<file path="config.mk">
export PLATFORM = sky130hd
export DESIGN_NAME = can_signal_extract_scale
export DESIGN_NICKNAME = d
export VERILOG_FILES = /design/src/csx_pkg.sv /design/src/csx_extract.sv /design/src/can_signal_extract_scale.sv
export SDC_FILE = /design/constraint.sdc
export NUM_CORES = 2
export LEC_CHECK = 0
export BUFFER_PORTS_ARGS = -buffer_cell sky130_fd_sc_hd__buf_2
export CORE_MARGIN = 2
export CORE_UTILIZATION = 45
export CTS_BUF_LIST = sky130_fd_sc_hd__clkbuf_16
export CTS_CLUSTER_DIAMETER = 60
export DETAILED_ROUTE_END_ITERATION = 12
export PLACE_DENSITY = 0.68
export SKIP_LAST_GASP = 1
export SLEW_MARGIN = 10
export SYNTH_ARGS = -nofsm -noshare
export SYNTH_HDL_FRONTEND = slang
export SYNTH_HIERARCHICAL = 1
export SYNTH_SLANG_ARGS = --single-unit
</file>
<file path="constraint.sdc">
create_clock -name clk_i -period 22.7 [get_ports clk_i]
set_clock_uncertainty 0.2 [all_clocks]
set_input_delay 4.54 -clock clk_i [delete_from_list [all_inputs] [get_ports clk_i]]
set_output_delay 4.54 -clock clk_i [all_outputs]
set_load 0.005 [all_outputs]
</file>
<file path="src/csx_pkg.sv">
// shared widths, register indexes and fixed-point limits for the can signal extractor
`default_nettype none

package csx_pkg;

  // payload word and signal field sizes
  localparam int unsigned WordBits  = 64;
  localparam int unsigned MaxLen    = 32;
  localparam int unsigned IdBits    = 29;
  localparam int unsigned StampBits = 64;
  localparam int unsigned ValBits   = 48;

  // configuration port geometry
  localparam int unsigned CfgAddrBits = 3;
  localparam int unsigned CfgDataBits = 48;

  // stream packing
  localparam int unsigned InDataBits  = 160;
  localparam int unsigned OutDataBits = 144;

  // configuration register indexes
  typedef enum logic [CfgAddrBits-1:0] {
    REG_MATCH_ID      = 3'd0,
    REG_BIT_OFFSET    = 3'd1,
    REG_BIT_LENGTH    = 3'd2,
    REG_SIGNAL_FORMAT = 3'd3,
    REG_SLOPE         = 3'd4,
    REG_INTERCEPT     = 3'd5,
    REG_LOWER_LIMIT   = 3'd6,
    REG_UPPER_LIMIT   = 3'd7
  } cfg_reg_e;

  // signed q32.16 output range
  localparam logic signed [ValBits-1:0] Q48Max = 48'sh7FFF_FFFF_FFFF;
  localparam logic signed [ValBits-1:0] Q48Min = 48'sh8000_0000_0000;

  // product saturation bound, plus and minus 2^62
  localparam logic signed [64:0] ProdMax = 65'sh0_4000_0000_0000_0000;
  localparam logic signed [64:0] ProdMin = -65'sh0_4000_0000_0000_0000;

endpackage

`default_nettype wire

</file>
<file path="src/csx_extract.sv">
// bit field extraction in intel or motorola order with optional sign extension
`default_nettype none

module csx_extract (
  input  logic [63:0]        payload_i,
  input  logic [5:0]         offset_i,
  input  logic [5:0]         length_i,
  input  logic [1:0]         format_i,
  output logic [31:0]        raw_o,
  output logic signed [32:0] value_o
);
  import csx_pkg::*;

  logic [5:0]   len;
  logic [32:0]  mask;
  logic [63:0]  swapped;
  logic [6:0]   end_bit;
  logic [7:0]   mot_shift;
  logic [127:0] wide;
  logic [63:0]  word;
  logic [4:0]   top_idx;
  logic         neg;

  // byte swap for motorola order
  always_comb begin
    for (int b = 0; b < 8; b++) begin
      swapped[8*b +: 8] = payload_i[8*(7-b) +: 8];
    end
  end

  // field selection and sign handling
  always_comb begin
    len       = (length_i > 6'(MaxLen)) ? 6'(MaxLen) : length_i;
    mask      = (33'd1 << len) - 33'd1;
    end_bit   = {1'b0, offset_i} + {1'b0, len};
    // swapped word followed by zeros, so a field past bit 63 reads zeros low
    mot_shift = 8'd128 - {1'b0, end_bit};
    wide      = {swapped, 64'd0} >> mot_shift;
    word      = format_i[0] ? wide[63:0] : (payload_i >> offset_i);
    raw_o     = word[31:0] & mask[31:0];
    top_idx   = 5'(len - 6'd1);
    neg       = format_i[1] && (len != 6'd0) && raw_o[top_idx];
    value_o   = neg ? signed'({1'b0, raw_o} | ~mask) : signed'({1'b0, raw_o});
  end

endmodule

`default_nettype wire

</file>
<file path="src/can_signal_extract_scale.sv">
// Extracts one signal from matching CAN frames and scales it to a clamped
// q32.16 value. Frames enter on the slave stream; a frame whose identifier and
// extended flag equal the configured match_id has a bit field of 0 to 32 bits
// pulled from its payload (intel or motorola order, optionally signed), scaled
// as raw*slope+intercept, saturated to 48 bits and clamped to the limits. A
// result transfer happens only when the raw field differs from the one of the
// previous matching frame. The block takes one frame per cycle while the output
// is not stalled; each frame passes through four register stages (input,
// extraction, multiply, add and clamp into the output register). The user must
// write configuration only while the block is idle; the block itself does not
// enforce it.
`default_nettype none

module can_signal_extract_scale (
  input  logic                               clk_i,
  input  logic                               rst_ni,
  // slave stream, tdata: frame_id, payload, arrival_time, zero fill
  input  logic                               s_axis_tvalid,
  output logic                               s_axis_tready,
  input  logic [csx_pkg::InDataBits-1:0]     s_axis_tdata,
  // tuser: frame_extended
  input  logic                               s_axis_tuser,
  // master stream, tdata: stamp, physical_value, raw_field
  output logic                               m_axis_tvalid,
  input  logic                               m_axis_tready,
  output logic [csx_pkg::OutDataBits-1:0]    m_axis_tdata,
  // configuration write port
  input  logic                               cfg_we_i,
  input  logic [csx_pkg::CfgAddrBits-1:0]    cfg_addr_i,
  input  logic [csx_pkg::CfgDataBits-1:0]    cfg_wdata_i
);
  import csx_pkg::*;

  // configuration registers
  logic [29:0]               match_id_q;
  logic [5:0]                bit_offset_q;
  logic [5:0]                bit_length_q;
  logic [1:0]                signal_format_q;
  logic signed [31:0]        slope_q;
  logic signed [ValBits-1:0] intercept_q;
  logic signed [ValBits-1:0] lower_limit_q;
  logic signed [ValBits-1:0] upper_limit_q;

  always_ff @(posedge clk_i or negedge rst_ni) begin
    if (!rst_ni) begin
      match_id_q      <= '0;
      bit_offset_q    <= '0;
      bit_length_q    <= 6'd8;
      signal_format_q <= '0;
      slope_q         <= 32'sd65536;
      intercept_q     <= '0;
      lower_limit_q   <= Q48Min;
      upper_limit_q   <= Q48Max;
    end else if (cfg_we_i) begin
      case (cfg_reg_e'(cfg_addr_i))
        REG_MATCH_ID:      match_id_q      <= cfg_wdata_i[29:0];
        REG_BIT_OFFSET:    bit_offset_q    <= cfg_wdata_i[5:0];
        REG_BIT_LENGTH:    bit_length_q    <= cfg_wdata_i[5:0];
        REG_SIGNAL_FORMAT: signal_format_q <= cfg_wdata_i[1:0];
        REG_SLOPE:         slope_q         <= signed'(cfg_wdata_i[31:0]);
        REG_INTERCEPT:     intercept_q     <= signed'(cfg_wdata_i[ValBits-1:0]);
        REG_LOWER_LIMIT:   lower_limit_q   <= signed'(cfg_wdata_i[ValBits-1:0]);
        REG_UPPER_LIMIT:   upper_limit_q   <= signed'(cfg_wdata_i[ValBits-1:0]);
        default: ;
      endcase
    end
  end

  // stage valids and per-stage ready chain
  logic s1_v_q, s2_v_q, s3_v_q, m_v_q;
  logic out_rdy, s3_rdy, s2_rdy, s1_rdy;

  assign out_rdy       = !m_v_q || m_axis_tready;
  assign s3_rdy        = !s3_v_q || out_rdy;
  assign s2_rdy        = !s2_v_q || s3_rdy;
  assign s1_rdy        = !s1_v_q || s2_rdy;
  assign s_axis_tready = s1_rdy;
  assign m_axis_tvalid = m_v_q;

  // stage 1: input register
  logic [IdBits-1:0]    s1_id_q;
  logic                 s1_ext_q;
  logic [WordBits-1:0]  s1_payload_q;
  logic [StampBits-1:0] s1_stamp_q;
  logic                 in_fire;

  assign in_fire = s_axis_tvalid && s_axis_tready;

  always_ff @(posedge clk_i or negedge rst_ni) begin
    if (!rst_ni) begin
      s1_v_q <= 1'b0;
    end else if (s1_rdy) begin
      s1_v_q <= s_axis_tvalid;
    end
  end

  always_ff @(posedge clk_i) begin
    if (in_fire) begin
      s1_id_q      <= s_axis_tdata[IdBits-1:0];
      s1_payload_q <= s_axis_tdata[IdBits +: WordBits];
      s1_stamp_q   <= s_axis_tdata[IdBits+WordBits +: StampBits];
      s1_ext_q     <= s_axis_tuser;
    end
  end

  // field extraction and change detection
  logic [31:0]        ext_raw;
  logic signed [32:0] ext_val;
  logic               s1_match, s1_adv, s1_changed;
  logic [31:0]        last_raw_q;

  csx_extract u_extract (
    .payload_i (s1_payload_q),
    .offset_i  (bit_offset_q),
    .length_i  (bit_length_q),
    .format_i  (signal_format_q),
    .raw_o     (ext_raw),
    .value_o   (ext_val)
  );

  assign s1_match   = (s1_id_q == match_id_q[IdBits-1:0]) && (s1_ext_q == match_id_q[29]);
  assign s1_adv     = s1_v_q && s2_rdy;
  assign s1_changed = ext_raw != last_raw_q;

  always_ff @(posedge clk_i or negedge rst_ni) begin
    if (!rst_ni) begin
      last_raw_q <= '0;
    end else if (s1_adv && s1_match) begin
      last_raw_q <= ext_raw;
    end
  end

  // stage 2: extracted field
  logic [31:0]          s2_raw_q;
  logic signed [32:0]   s2_val_q;
  logic [StampBits-1:0] s2_stamp_q;
  logic                 s2_load;

  assign s2_load = s1_adv && s1_match && s1_changed;

  always_ff @(posedge clk_i or negedge rst_ni) begin
    if (!rst_ni) begin
      s2_v_q <= 1'b0;
    end else if (s2_rdy) begin
      s2_v_q <= s2_load;
    end
  end

  always_ff @(posedge clk_i) begin
    if (s2_load) begin
      s2_raw_q   <= ext_raw;
      s2_val_q   <= ext_val;
      s2_stamp_q <= s1_stamp_q;
    end
  end

  // stage 3: product raw times slope
  logic signed [64:0]   s3_prod_q;
  logic [31:0]          s3_raw_q;
  logic [StampBits-1:0] s3_stamp_q;
  logic                 s3_load;

  assign s3_load = s2_v_q && s3_rdy;

  always_ff @(posedge clk_i or negedge rst_ni) begin
    if (!rst_ni) begin
      s3_v_q <= 1'b0;
    end else if (s3_rdy) begin
      s3_v_q <= s2_v_q;
    end
  end

  always_ff @(posedge clk_i) begin
    if (s3_load) begin
      s3_prod_q  <= 65'(s2_val_q) * 65'(slope_q);
      s3_raw_q   <= s2_raw_q;
      s3_stamp_q <= s2_stamp_q;
    end
  end

  // offset, saturation and limit clamp
  logic signed [64:0]        prod_sat;
  logic signed [63:0]        sum;
  logic signed [ValBits-1:0] val_sat;
  logic signed [ValBits-1:0] phys_d;

  always_comb begin
    prod_sat = s3_prod_q;
    if (s3_prod_q > ProdMax) begin
      prod_sat = ProdMax;
    end
    if (s3_prod_q < ProdMin) begin
      prod_sat = ProdMin;
    end
    sum = 64'(prod_sat) + 64'(intercept_q);
    if (sum > 64'(Q48Max)) begin
      val_sat = Q48Max;
    end else if (sum < 64'(Q48Min)) begin
      val_sat = Q48Min;
    end else begin
      val_sat = sum[ValBits-1:0];
    end
    phys_d = val_sat;
    if (phys_d < lower_limit_q) begin
      phys_d = lower_limit_q;
    end
    if (phys_d > upper_limit_q) begin
      phys_d = upper_limit_q;
    end
  end

  // output register
  logic [StampBits-1:0]      m_stamp_q;
  logic signed [ValBits-1:0] m_phys_q;
  logic [31:0]               m_raw_q;
  logic                      m_load;

  assign m_load = s3_v_q && out_rdy;

  always_ff @(posedge clk_i or negedge rst_ni) begin
    if (!rst_ni) begin
      m_v_q <= 1'b0;
    end else if (out_rdy) begin
      m_v_q <= s3_v_q;
    end
  end

  always_ff @(posedge clk_i) begin
    if (m_load) begin
      m_stamp_q <= s3_stamp_q;
      m_phys_q  <= phys_d;
      m_raw_q   <= s3_raw_q;
    end
  end

  assign m_axis_tdata = {m_raw_q, m_phys_q, m_stamp_q};

  // stored raw value moves only on a matching frame leaving stage 1
  a_last_raw_source: assert property (@(posedge clk_i) disable iff (!rst_ni)
    (last_raw_q != $past(last_raw_q)) |-> $past(s1_adv && s1_match))
    else $error("stored raw value changed without a matching frame");

  // a held stage keeps its item
  a_s2_hold: assert property (@(posedge clk_i) disable iff (!rst_ni)
    (s2_v_q && !s3_rdy) |=> s2_v_q)
    else $error("stage 2 item dropped while stalled");

  // an empty pipeline always takes a frame
  a_empty_ready: assert property (@(posedge clk_i) disable iff (!rst_ni)
    (!s1_v_q && !s2_v_q && !s3_v_q && !m_v_q) |-> s_axis_tready)
    else $error("empty pipeline refuses input");

  // a new result only comes from stage 3
  a_out_source: assert property (@(posedge clk_i) disable iff (!rst_ni)
    (m_v_q && !$past(m_v_q)) |-> $past(s3_v_q))
    else $error("result without a stage 3 item");

endmodule

`default_nettype wire

</file>
=== Word-level counts from Yosys, hierarchy flattened ===
Cells that the tools add are included.

* Word-level logic and storage cells: 95
* Register bits after elaboration: 848
* Input port bits: 217

* Muxes and demuxes: 11
* Order comparisons: 8
* Bitwise logic cells: 3
* Shift operators: 3
* Equal/unequal tests: 10
* Reduce and logical (&&, ||, !) cells: 27
* $mul: 1
* Add/subtract/negate cells: 5

{| class="wikitable"
|+ Operators by type and width
! cell !! number
|-
| $mux 48 || 4
|-
| $mux 64 || 2
|-
| $shr 128x8->32 || 1
|-
| $gt 65x64->1 const B || 1
|-
| $lt 65x63->1 const B || 1
|-
| $mul 33x32->65 || 1
|-
| $add 64x48->64 || 1
|-
| $gt 64x48->1 const B || 1
|-
| $lt 64x48->1 const B || 1
|-
| $mux 32 || 2
|-
| $shr 64x6->32 || 1
|-
| $gt 48x48->1 || 1
|-
| $lt 48x48->1 || 1
|-
| $not 33->33 || 1
|-
| $or 32x33->33 || 1
|-
| $shl 1x6->33 const A || 1
|-
| $sub 33x1->33 const B || 1
|-
| $and 32x32->32 || 1
|-
| $ne 32x32->1 || 1
|-
| $eq 29x29->1 || 1
|-
| $reduce_and 2->1 || 8
|-
| $eq 3x3->1 const B || 4
|-
| $logic_and 1x1->1 || 9
|-
| $sub 8x7->8 const A || 1
|-
| 14 further kinds || 21
|}

=== Longest topological paths before layout ===
* Word-level depth: 11
* Depth in mapped cells: 53

=== Modules after synthesis ===
Netlist, hierarchy kept.

{| class="wikitable"
|+ By module, submodules not included
! module !! cells an instance !! instances !! area an instance (um^2) !! sequential area each (um^2)
|-
| can_signal_extract_scale || 6576 || 1 || 73823.3 || 24245.8
|-
| csx_extract || 1666 || 1 || 13058.8 || 0.0
|}

=== Least setup slack after synthesis ===
OpenSTA, ideal clock, no wires.

* Path kind: reg-to-reg
* From: register bit_offset_q[0]
* To: register s2_v_q
* Buffers on the path: 7
* Data required time: 22376 ps
* Arrival: 15474 ps
* Path slack: 6902 ps
* Stages on the path, launching flop included: 24
* Library setup time: 124 ps
* Cell sequence: dfrtp_1 > inv_2 > buf_1 > clkbuf_1 > clkbuf_1 > ha_1 > ha_1 > inv_1 > fa_1 > clkbuf_1 > clkbuf_1 > buf_2 > clkbuf_1 > mux4_2 > a211oi_1 > nor3b_1 > and4_1 > or2_2 > xor2_1 > nor4_1 > nand4_1 > nor2_1 > nor3b_1 > or2_2

* Longest elaborated chain between the ends: 7

{| class="wikitable"
|+ Ends and longest elaborated chain
! item !! line !! source
|-
| start: declaration || can_signal_extract_scale.sv:36 || <nowiki>logic [5:0] bit_offset_q;</nowiki>
|-
| start signal: assignment || can_signal_extract_scale.sv:57 || <nowiki>REG_BIT_OFFSET: bit_offset_q <= cfg_wdata_i[5:0];</nowiki>
|-
| $add 6x6->7 || csx_extract.sv:35 || <nowiki>end_bit = {1'b0, offset_i} + {1'b0, len};</nowiki>
|-
| $sub 8x7->8 || csx_extract.sv:37 || <nowiki>mot_shift = 8'd128 - {1'b0, end_bit};</nowiki>
|-
| $shr 128x8->32 || csx_extract.sv:38 || <nowiki>wide = {swapped, 64'd0} >> mot_shift;</nowiki>
|-
| $mux 32 (*) || csx_extract.sv:39 || <nowiki>word = format_i[0] ? wide[63:0] : (payload_i >> offset_i);</nowiki>
|-
| $and 32x32->32 (*) || csx_extract.sv:40 || <nowiki>raw_o = word[31:0] & mask[31:0];</nowiki>
|-
| named net ext_raw[10] || can_signal_extract_scale.sv:107 || <nowiki>logic [31:0] ext_raw;</nowiki>
|-
| $ne 32x32->1 (*) || can_signal_extract_scale.sv:123 || <nowiki>assign s1_changed = ext_raw != last_raw_q;</nowiki>
|-
| $logic_and 1x1->1 (*) || can_signal_extract_scale.sv:139 || <nowiki>assign s2_load = s1_adv && s1_match && s1_changed;</nowiki>
|-
| named net s2_load || can_signal_extract_scale.sv:137 || <nowiki>logic s2_load;</nowiki>
|-
| end signal: assignment || can_signal_extract_scale.sv:145 || <nowiki>s2_v_q <= s2_load;</nowiki>
|-
| end: declaration || can_signal_extract_scale.sv:70 || <nowiki>logic s1_v_q, s2_v_q, s3_v_q, m_v_q;</nowiki>
|}

Mark *: on every way through the listed nets, which the timed path passes. The rest lies on a longest branch.
A chain may end at the register's enable or synchronous reset.

=== Worst setup path in the final report ===
* From: register s3_prod_q[47]
* To: register m_phys_q[9] (data pin)

* Longest elaborated chain between the ends: 11

{| class="wikitable"
|+ Ends and longest elaborated chain
! item !! line !! source
|-
| start: declaration || can_signal_extract_scale.sv:158 || <nowiki>logic signed [64:0] s3_prod_q;</nowiki>
|-
| start signal: assignment || can_signal_extract_scale.sv:175 || <nowiki>s3_prod_q <= 65'(s2_val_q) * 65'(slope_q);</nowiki>
|-
| $gt 65x64->1 || can_signal_extract_scale.sv:189 || <nowiki>if (s3_prod_q > ProdMax) begin</nowiki>
|-
| $mux 64 || can_signal_extract_scale.sv:189 ||
|-
| $mux 64 (*) || can_signal_extract_scale.sv:192 || <nowiki>if (s3_prod_q < ProdMin) begin</nowiki>
|-
| $add 64x48->64 (*) || can_signal_extract_scale.sv:195 || <nowiki>sum = 64'(prod_sat) + 64'(intercept_q);</nowiki>
|-
| $lt 64x48->1 || can_signal_extract_scale.sv:198 || <nowiki>end else if (sum < 64'(Q48Min)) begin</nowiki>
|-
| $mux 48 || can_signal_extract_scale.sv:198 ||
|-
| $mux 48 (*) || can_signal_extract_scale.sv:196 || <nowiki>if (sum > 64'(Q48Max)) begin</nowiki>
|-
| $lt 48x48->1 || can_signal_extract_scale.sv:204 || <nowiki>if (phys_d < lower_limit_q) begin</nowiki>
|-
| $mux 48 (*) || can_signal_extract_scale.sv:204 ||
|-
| $gt 48x48->1 || can_signal_extract_scale.sv:207 || <nowiki>if (phys_d > upper_limit_q) begin</nowiki>
|-
| $mux 48 (*) || can_signal_extract_scale.sv:207 ||
|-
| named net phys_d[9] || can_signal_extract_scale.sv:185 || <nowiki>logic signed [ValBits-1:0] phys_d;</nowiki>
|-
| end signal: assignment || can_signal_extract_scale.sv:231 || <nowiki>m_phys_q <= phys_d;</nowiki>
|-
| end: declaration || can_signal_extract_scale.sv:214 || <nowiki>logic signed [ValBits-1:0] m_phys_q;</nowiki>
|}

Marked as above.

==> impl_metrics.toml <==
[synth]
synth-seq-area-share_pct = 27.9
synth_cell_types = 110
count_of_synthesis_stage_warnings_from_yosys = 6
synth_fp_nets = 9934
syn_area_um2 = 86900
most_used_dff_post_synth = "sky130_fd_sc_hd__edfxtp_1"
synthesis.area_per_instance_um2 = 10.5
synth-edff-count = 592
post_synth_inst_count = 8242
ys_ff_latch = 848
asyncSetResetFlopFracSynth_pct = 30.2

[sta]
maxSlewViolCount = 0
worst_slew_margin_rel_pct = 9.82
finalHoldViolations = 0
rsz0062_at_grt = "no"
worst-slew-pin-transition_ns = 1.32
post-route-min-period_ns = 14.99
hold-worst-slack_ns = 0.206
post-route-period-util_pct = 66.0
finalSetupViolCount = 0
fmax_ghz = 0.0667
fin_setup_tns_ns = 0

[worst_setup_path]
worst-setup-path-type = "reg -> reg"
cp_common_cell = "sky130_fd_sc_hd__o21ai_0"
data_arrival_time_of_the_worst_path_ns = 15.29
critical-path-slowest-cell = "sky130_fd_sc_hd__nor4_1"
cp_data_required_time_ns = 23.01
worst-path-max-fanout = 62
setup.worst_path.start_class = "flop"
worst_path_largest_cell_delay_ns = 0.74
crit_path_end_kind = "flop"

[floorplanning]
num_rows = 161
die_area_um2 = 197000
die_width_um = 443
chip_height_um = 443
floorplan.io_pins = 363
floorplan.initialDensity_pct = 45.2
design.core.area_um2 = 192000

[detailed_routing]
via_per_inst = 5.81
routed-via-count = 63743
wl_per_cell_um = 24.4
detail_route.iter0.violations = 5995
drt_pre_antenna_iters = 6
detail_route.wirelength_mm = 267
antenna_violating_nets_post_route = 0
drt_drc_violations_left = 0

[clock_tree]
ctsHtreeMaxLevel = 3
clock_tree.root_cell = "sky130_fd_sc_hd__clkbuf_16"
worst_skew_pair_latency_ns = 0.78
ctsResizeCount = 0
tritoncts.num_buffers = 96
clkTransAtPathRegs_ns = 0.06
tritoncts_clock_tree = "built"
post_cts.repair.setup_buffers = 0
count_of_clock_tree_sinks = 848
holdBufCountCts = 0
cts_max_path_buffers = 3

[cells_and_area]
layout-area-overhead-vs-synth_pct = 8.40
final_layout_size_suffix_gt1_share_pct = 16.1
final_net_count = 10047

[global_routing]
grt_antenna_before_repair = 11
groute.usage.overall_pct = 27.2
global_route.overflow_total = 0
grt_start_max_net_pins = 115
wire_length_of_the_first_global_routing_pass_mm = 406
via_count_of_the_first_global_routing_pass = 65468

[job]
cap_violations = 0

[placed_design]
final_wtd_congestion = 0.997
dpl.hpwl_mm = 202
portBuffers = 359

[outcome]
run_status = "finished clean"

[worst_hold_path]
hold_removal_path_class = "reg -> reg"
-- metal layers --
layer / part of all wire [%] / vias to the layer above / track usage (%)
li1: - / 27621 / -
met1: 39 / 32404 / 35.3
met2: 47 / 3071 / 44.3
met3: 8.0 / 645 / 4.68
met4: 5.4 / 2 / 12.7
met5: 0.0049 / - / 0
-- cells by family after synthesis --
logic type | Yosys count | share of synthesized area, %
and+or+nand+nor | 2136 | 11.7
adders and majority gates | 1475 | 30.9
buffers and inverters | 1791 | 8.04
AOI/OAI and AO/OA | 1034 | 8.05
xor gates and xnor gates | 211 | 2.14
muxes | 747 | 11.2
DFF | 848 | 27.9
-- synthesized netlist by cell type, drive strengths merged, types with 206 or more instances --
| cell | instances | area (um2) |
|---|---|---|
| clkbuf | 371 | 1400 |
| inv | 1303 | 4890 |
| and2 | 361 | 2260 |
| dfrtp | 206 | 5150 |
| fa | 1114 | 22300 |
| nor2 | 220 | 826 |
| mux2 | 412 | 4710 |
| ha | 361 | 4520 |
| nand2 | 1027 | 3860 |
| o21ai | 218 | 1210 |
| a21oi | 251 | 1290 |
| edfxtp | 592 | 17800 |
-- state kept, by name, summed over array words and instances, names as in the netlist, 64 cells and up --
signal	count
s3_stamp_q	64
s1_stamp_q	64
s3_prod_q	65
s1_payload_q	64
s2_stamp_q	64
m_stamp_q	64
-- placed cells by master (no fill, tap or decap), types with 136 or more instances in the layout --
master,instances
sky130_fd_sc_hd__inv_1,1321
sky130_fd_sc_hd__mux4_2,136
sky130_fd_sc_hd__o21ai_0,170
sky130_fd_sc_hd__mux2i_1,197
sky130_fd_sc_hd__buf_2,358
sky130_fd_sc_hd__dfrtp_1,190
sky130_fd_sc_hd__fa_1,1113
sky130_fd_sc_hd__and2_1,358
sky130_fd_sc_hd__nor2_1,219
sky130_fd_sc_hd__nand2_1,1024
sky130_fd_sc_hd__mux2_2,391
sky130_fd_sc_hd__ha_1,359
sky130_fd_sc_hd__edfxtp_1,592
sky130_fd_sc_hd__buf_4,138
sky130_fd_sc_hd__a21oi_1,243
-- worst max-delay path: cells and delay by family, from the launching register on --
| kind | cells | cell delay (ns) |
|---|---|---|
| fa+ha+maj | 3 | 0.88 |
| xor+xnor | 1 | 0.17 |
| simple gates | 13 | 3.97 |
| buf+inv | 4 | 2.09 |
| compound gates | 25 | 6.05 |
| flops | 1 | 0.42 |
| mux | 2 | 0.84 |
-- worst paths after layout --
| check | to | slack (ns) | cells past startpoint | from |
|---|---|---|---|---|
| worst max-delay path | m_phys_q[9] | 7.71 | 48 | s3_prod_q[47] |
| worst min-delay path | s3_stamp_q[55] | 0.21 | 0 | s2_stamp_q[55] |
| worst max register to register | m_phys_q[9] | 7.71 | 48 | s3_prod_q[47] |
| worst min register to register | s3_stamp_q[55] | 0.21 | 0 | s2_stamp_q[55] |
| max in group asynchronous | last_raw_q[10] | 16.53 | 3 | rst_ni |
| min in group asynchronous | upper_limit_q[47] | 3.60 | 1 | rst_ni |
-- stage by stage --
step	area, um2	worst slack, ns	util (%)	std cells
floorplan	86900	6.90	-	8242
global placement	91000	7.93	47.3	10783
detailed placement	91000	7.76	47.3	10783
CTS	94200	7.70	49.0	10962
global route	94200	6.97	49.0	10962
finish	94200	7.71	49.0	10968
-- cell type report --
cell class / instances / area, um2
fillers: 17369 / 98000
clock buffers: 99 / 2480
well taps: 2526 / 3160
flip-flops and latches: 848 / 24300
multi-input cells: 5603 / 55800
repair buffers: 497 / 2840
inverters: 1309 / 4910
clock inverters: 80 / 713
diodes: 6 / 15.0
Power is left out: the tool's default activity adds up to more than one toggle a clock period on the data nets, which glitch-free logic cannot reach.
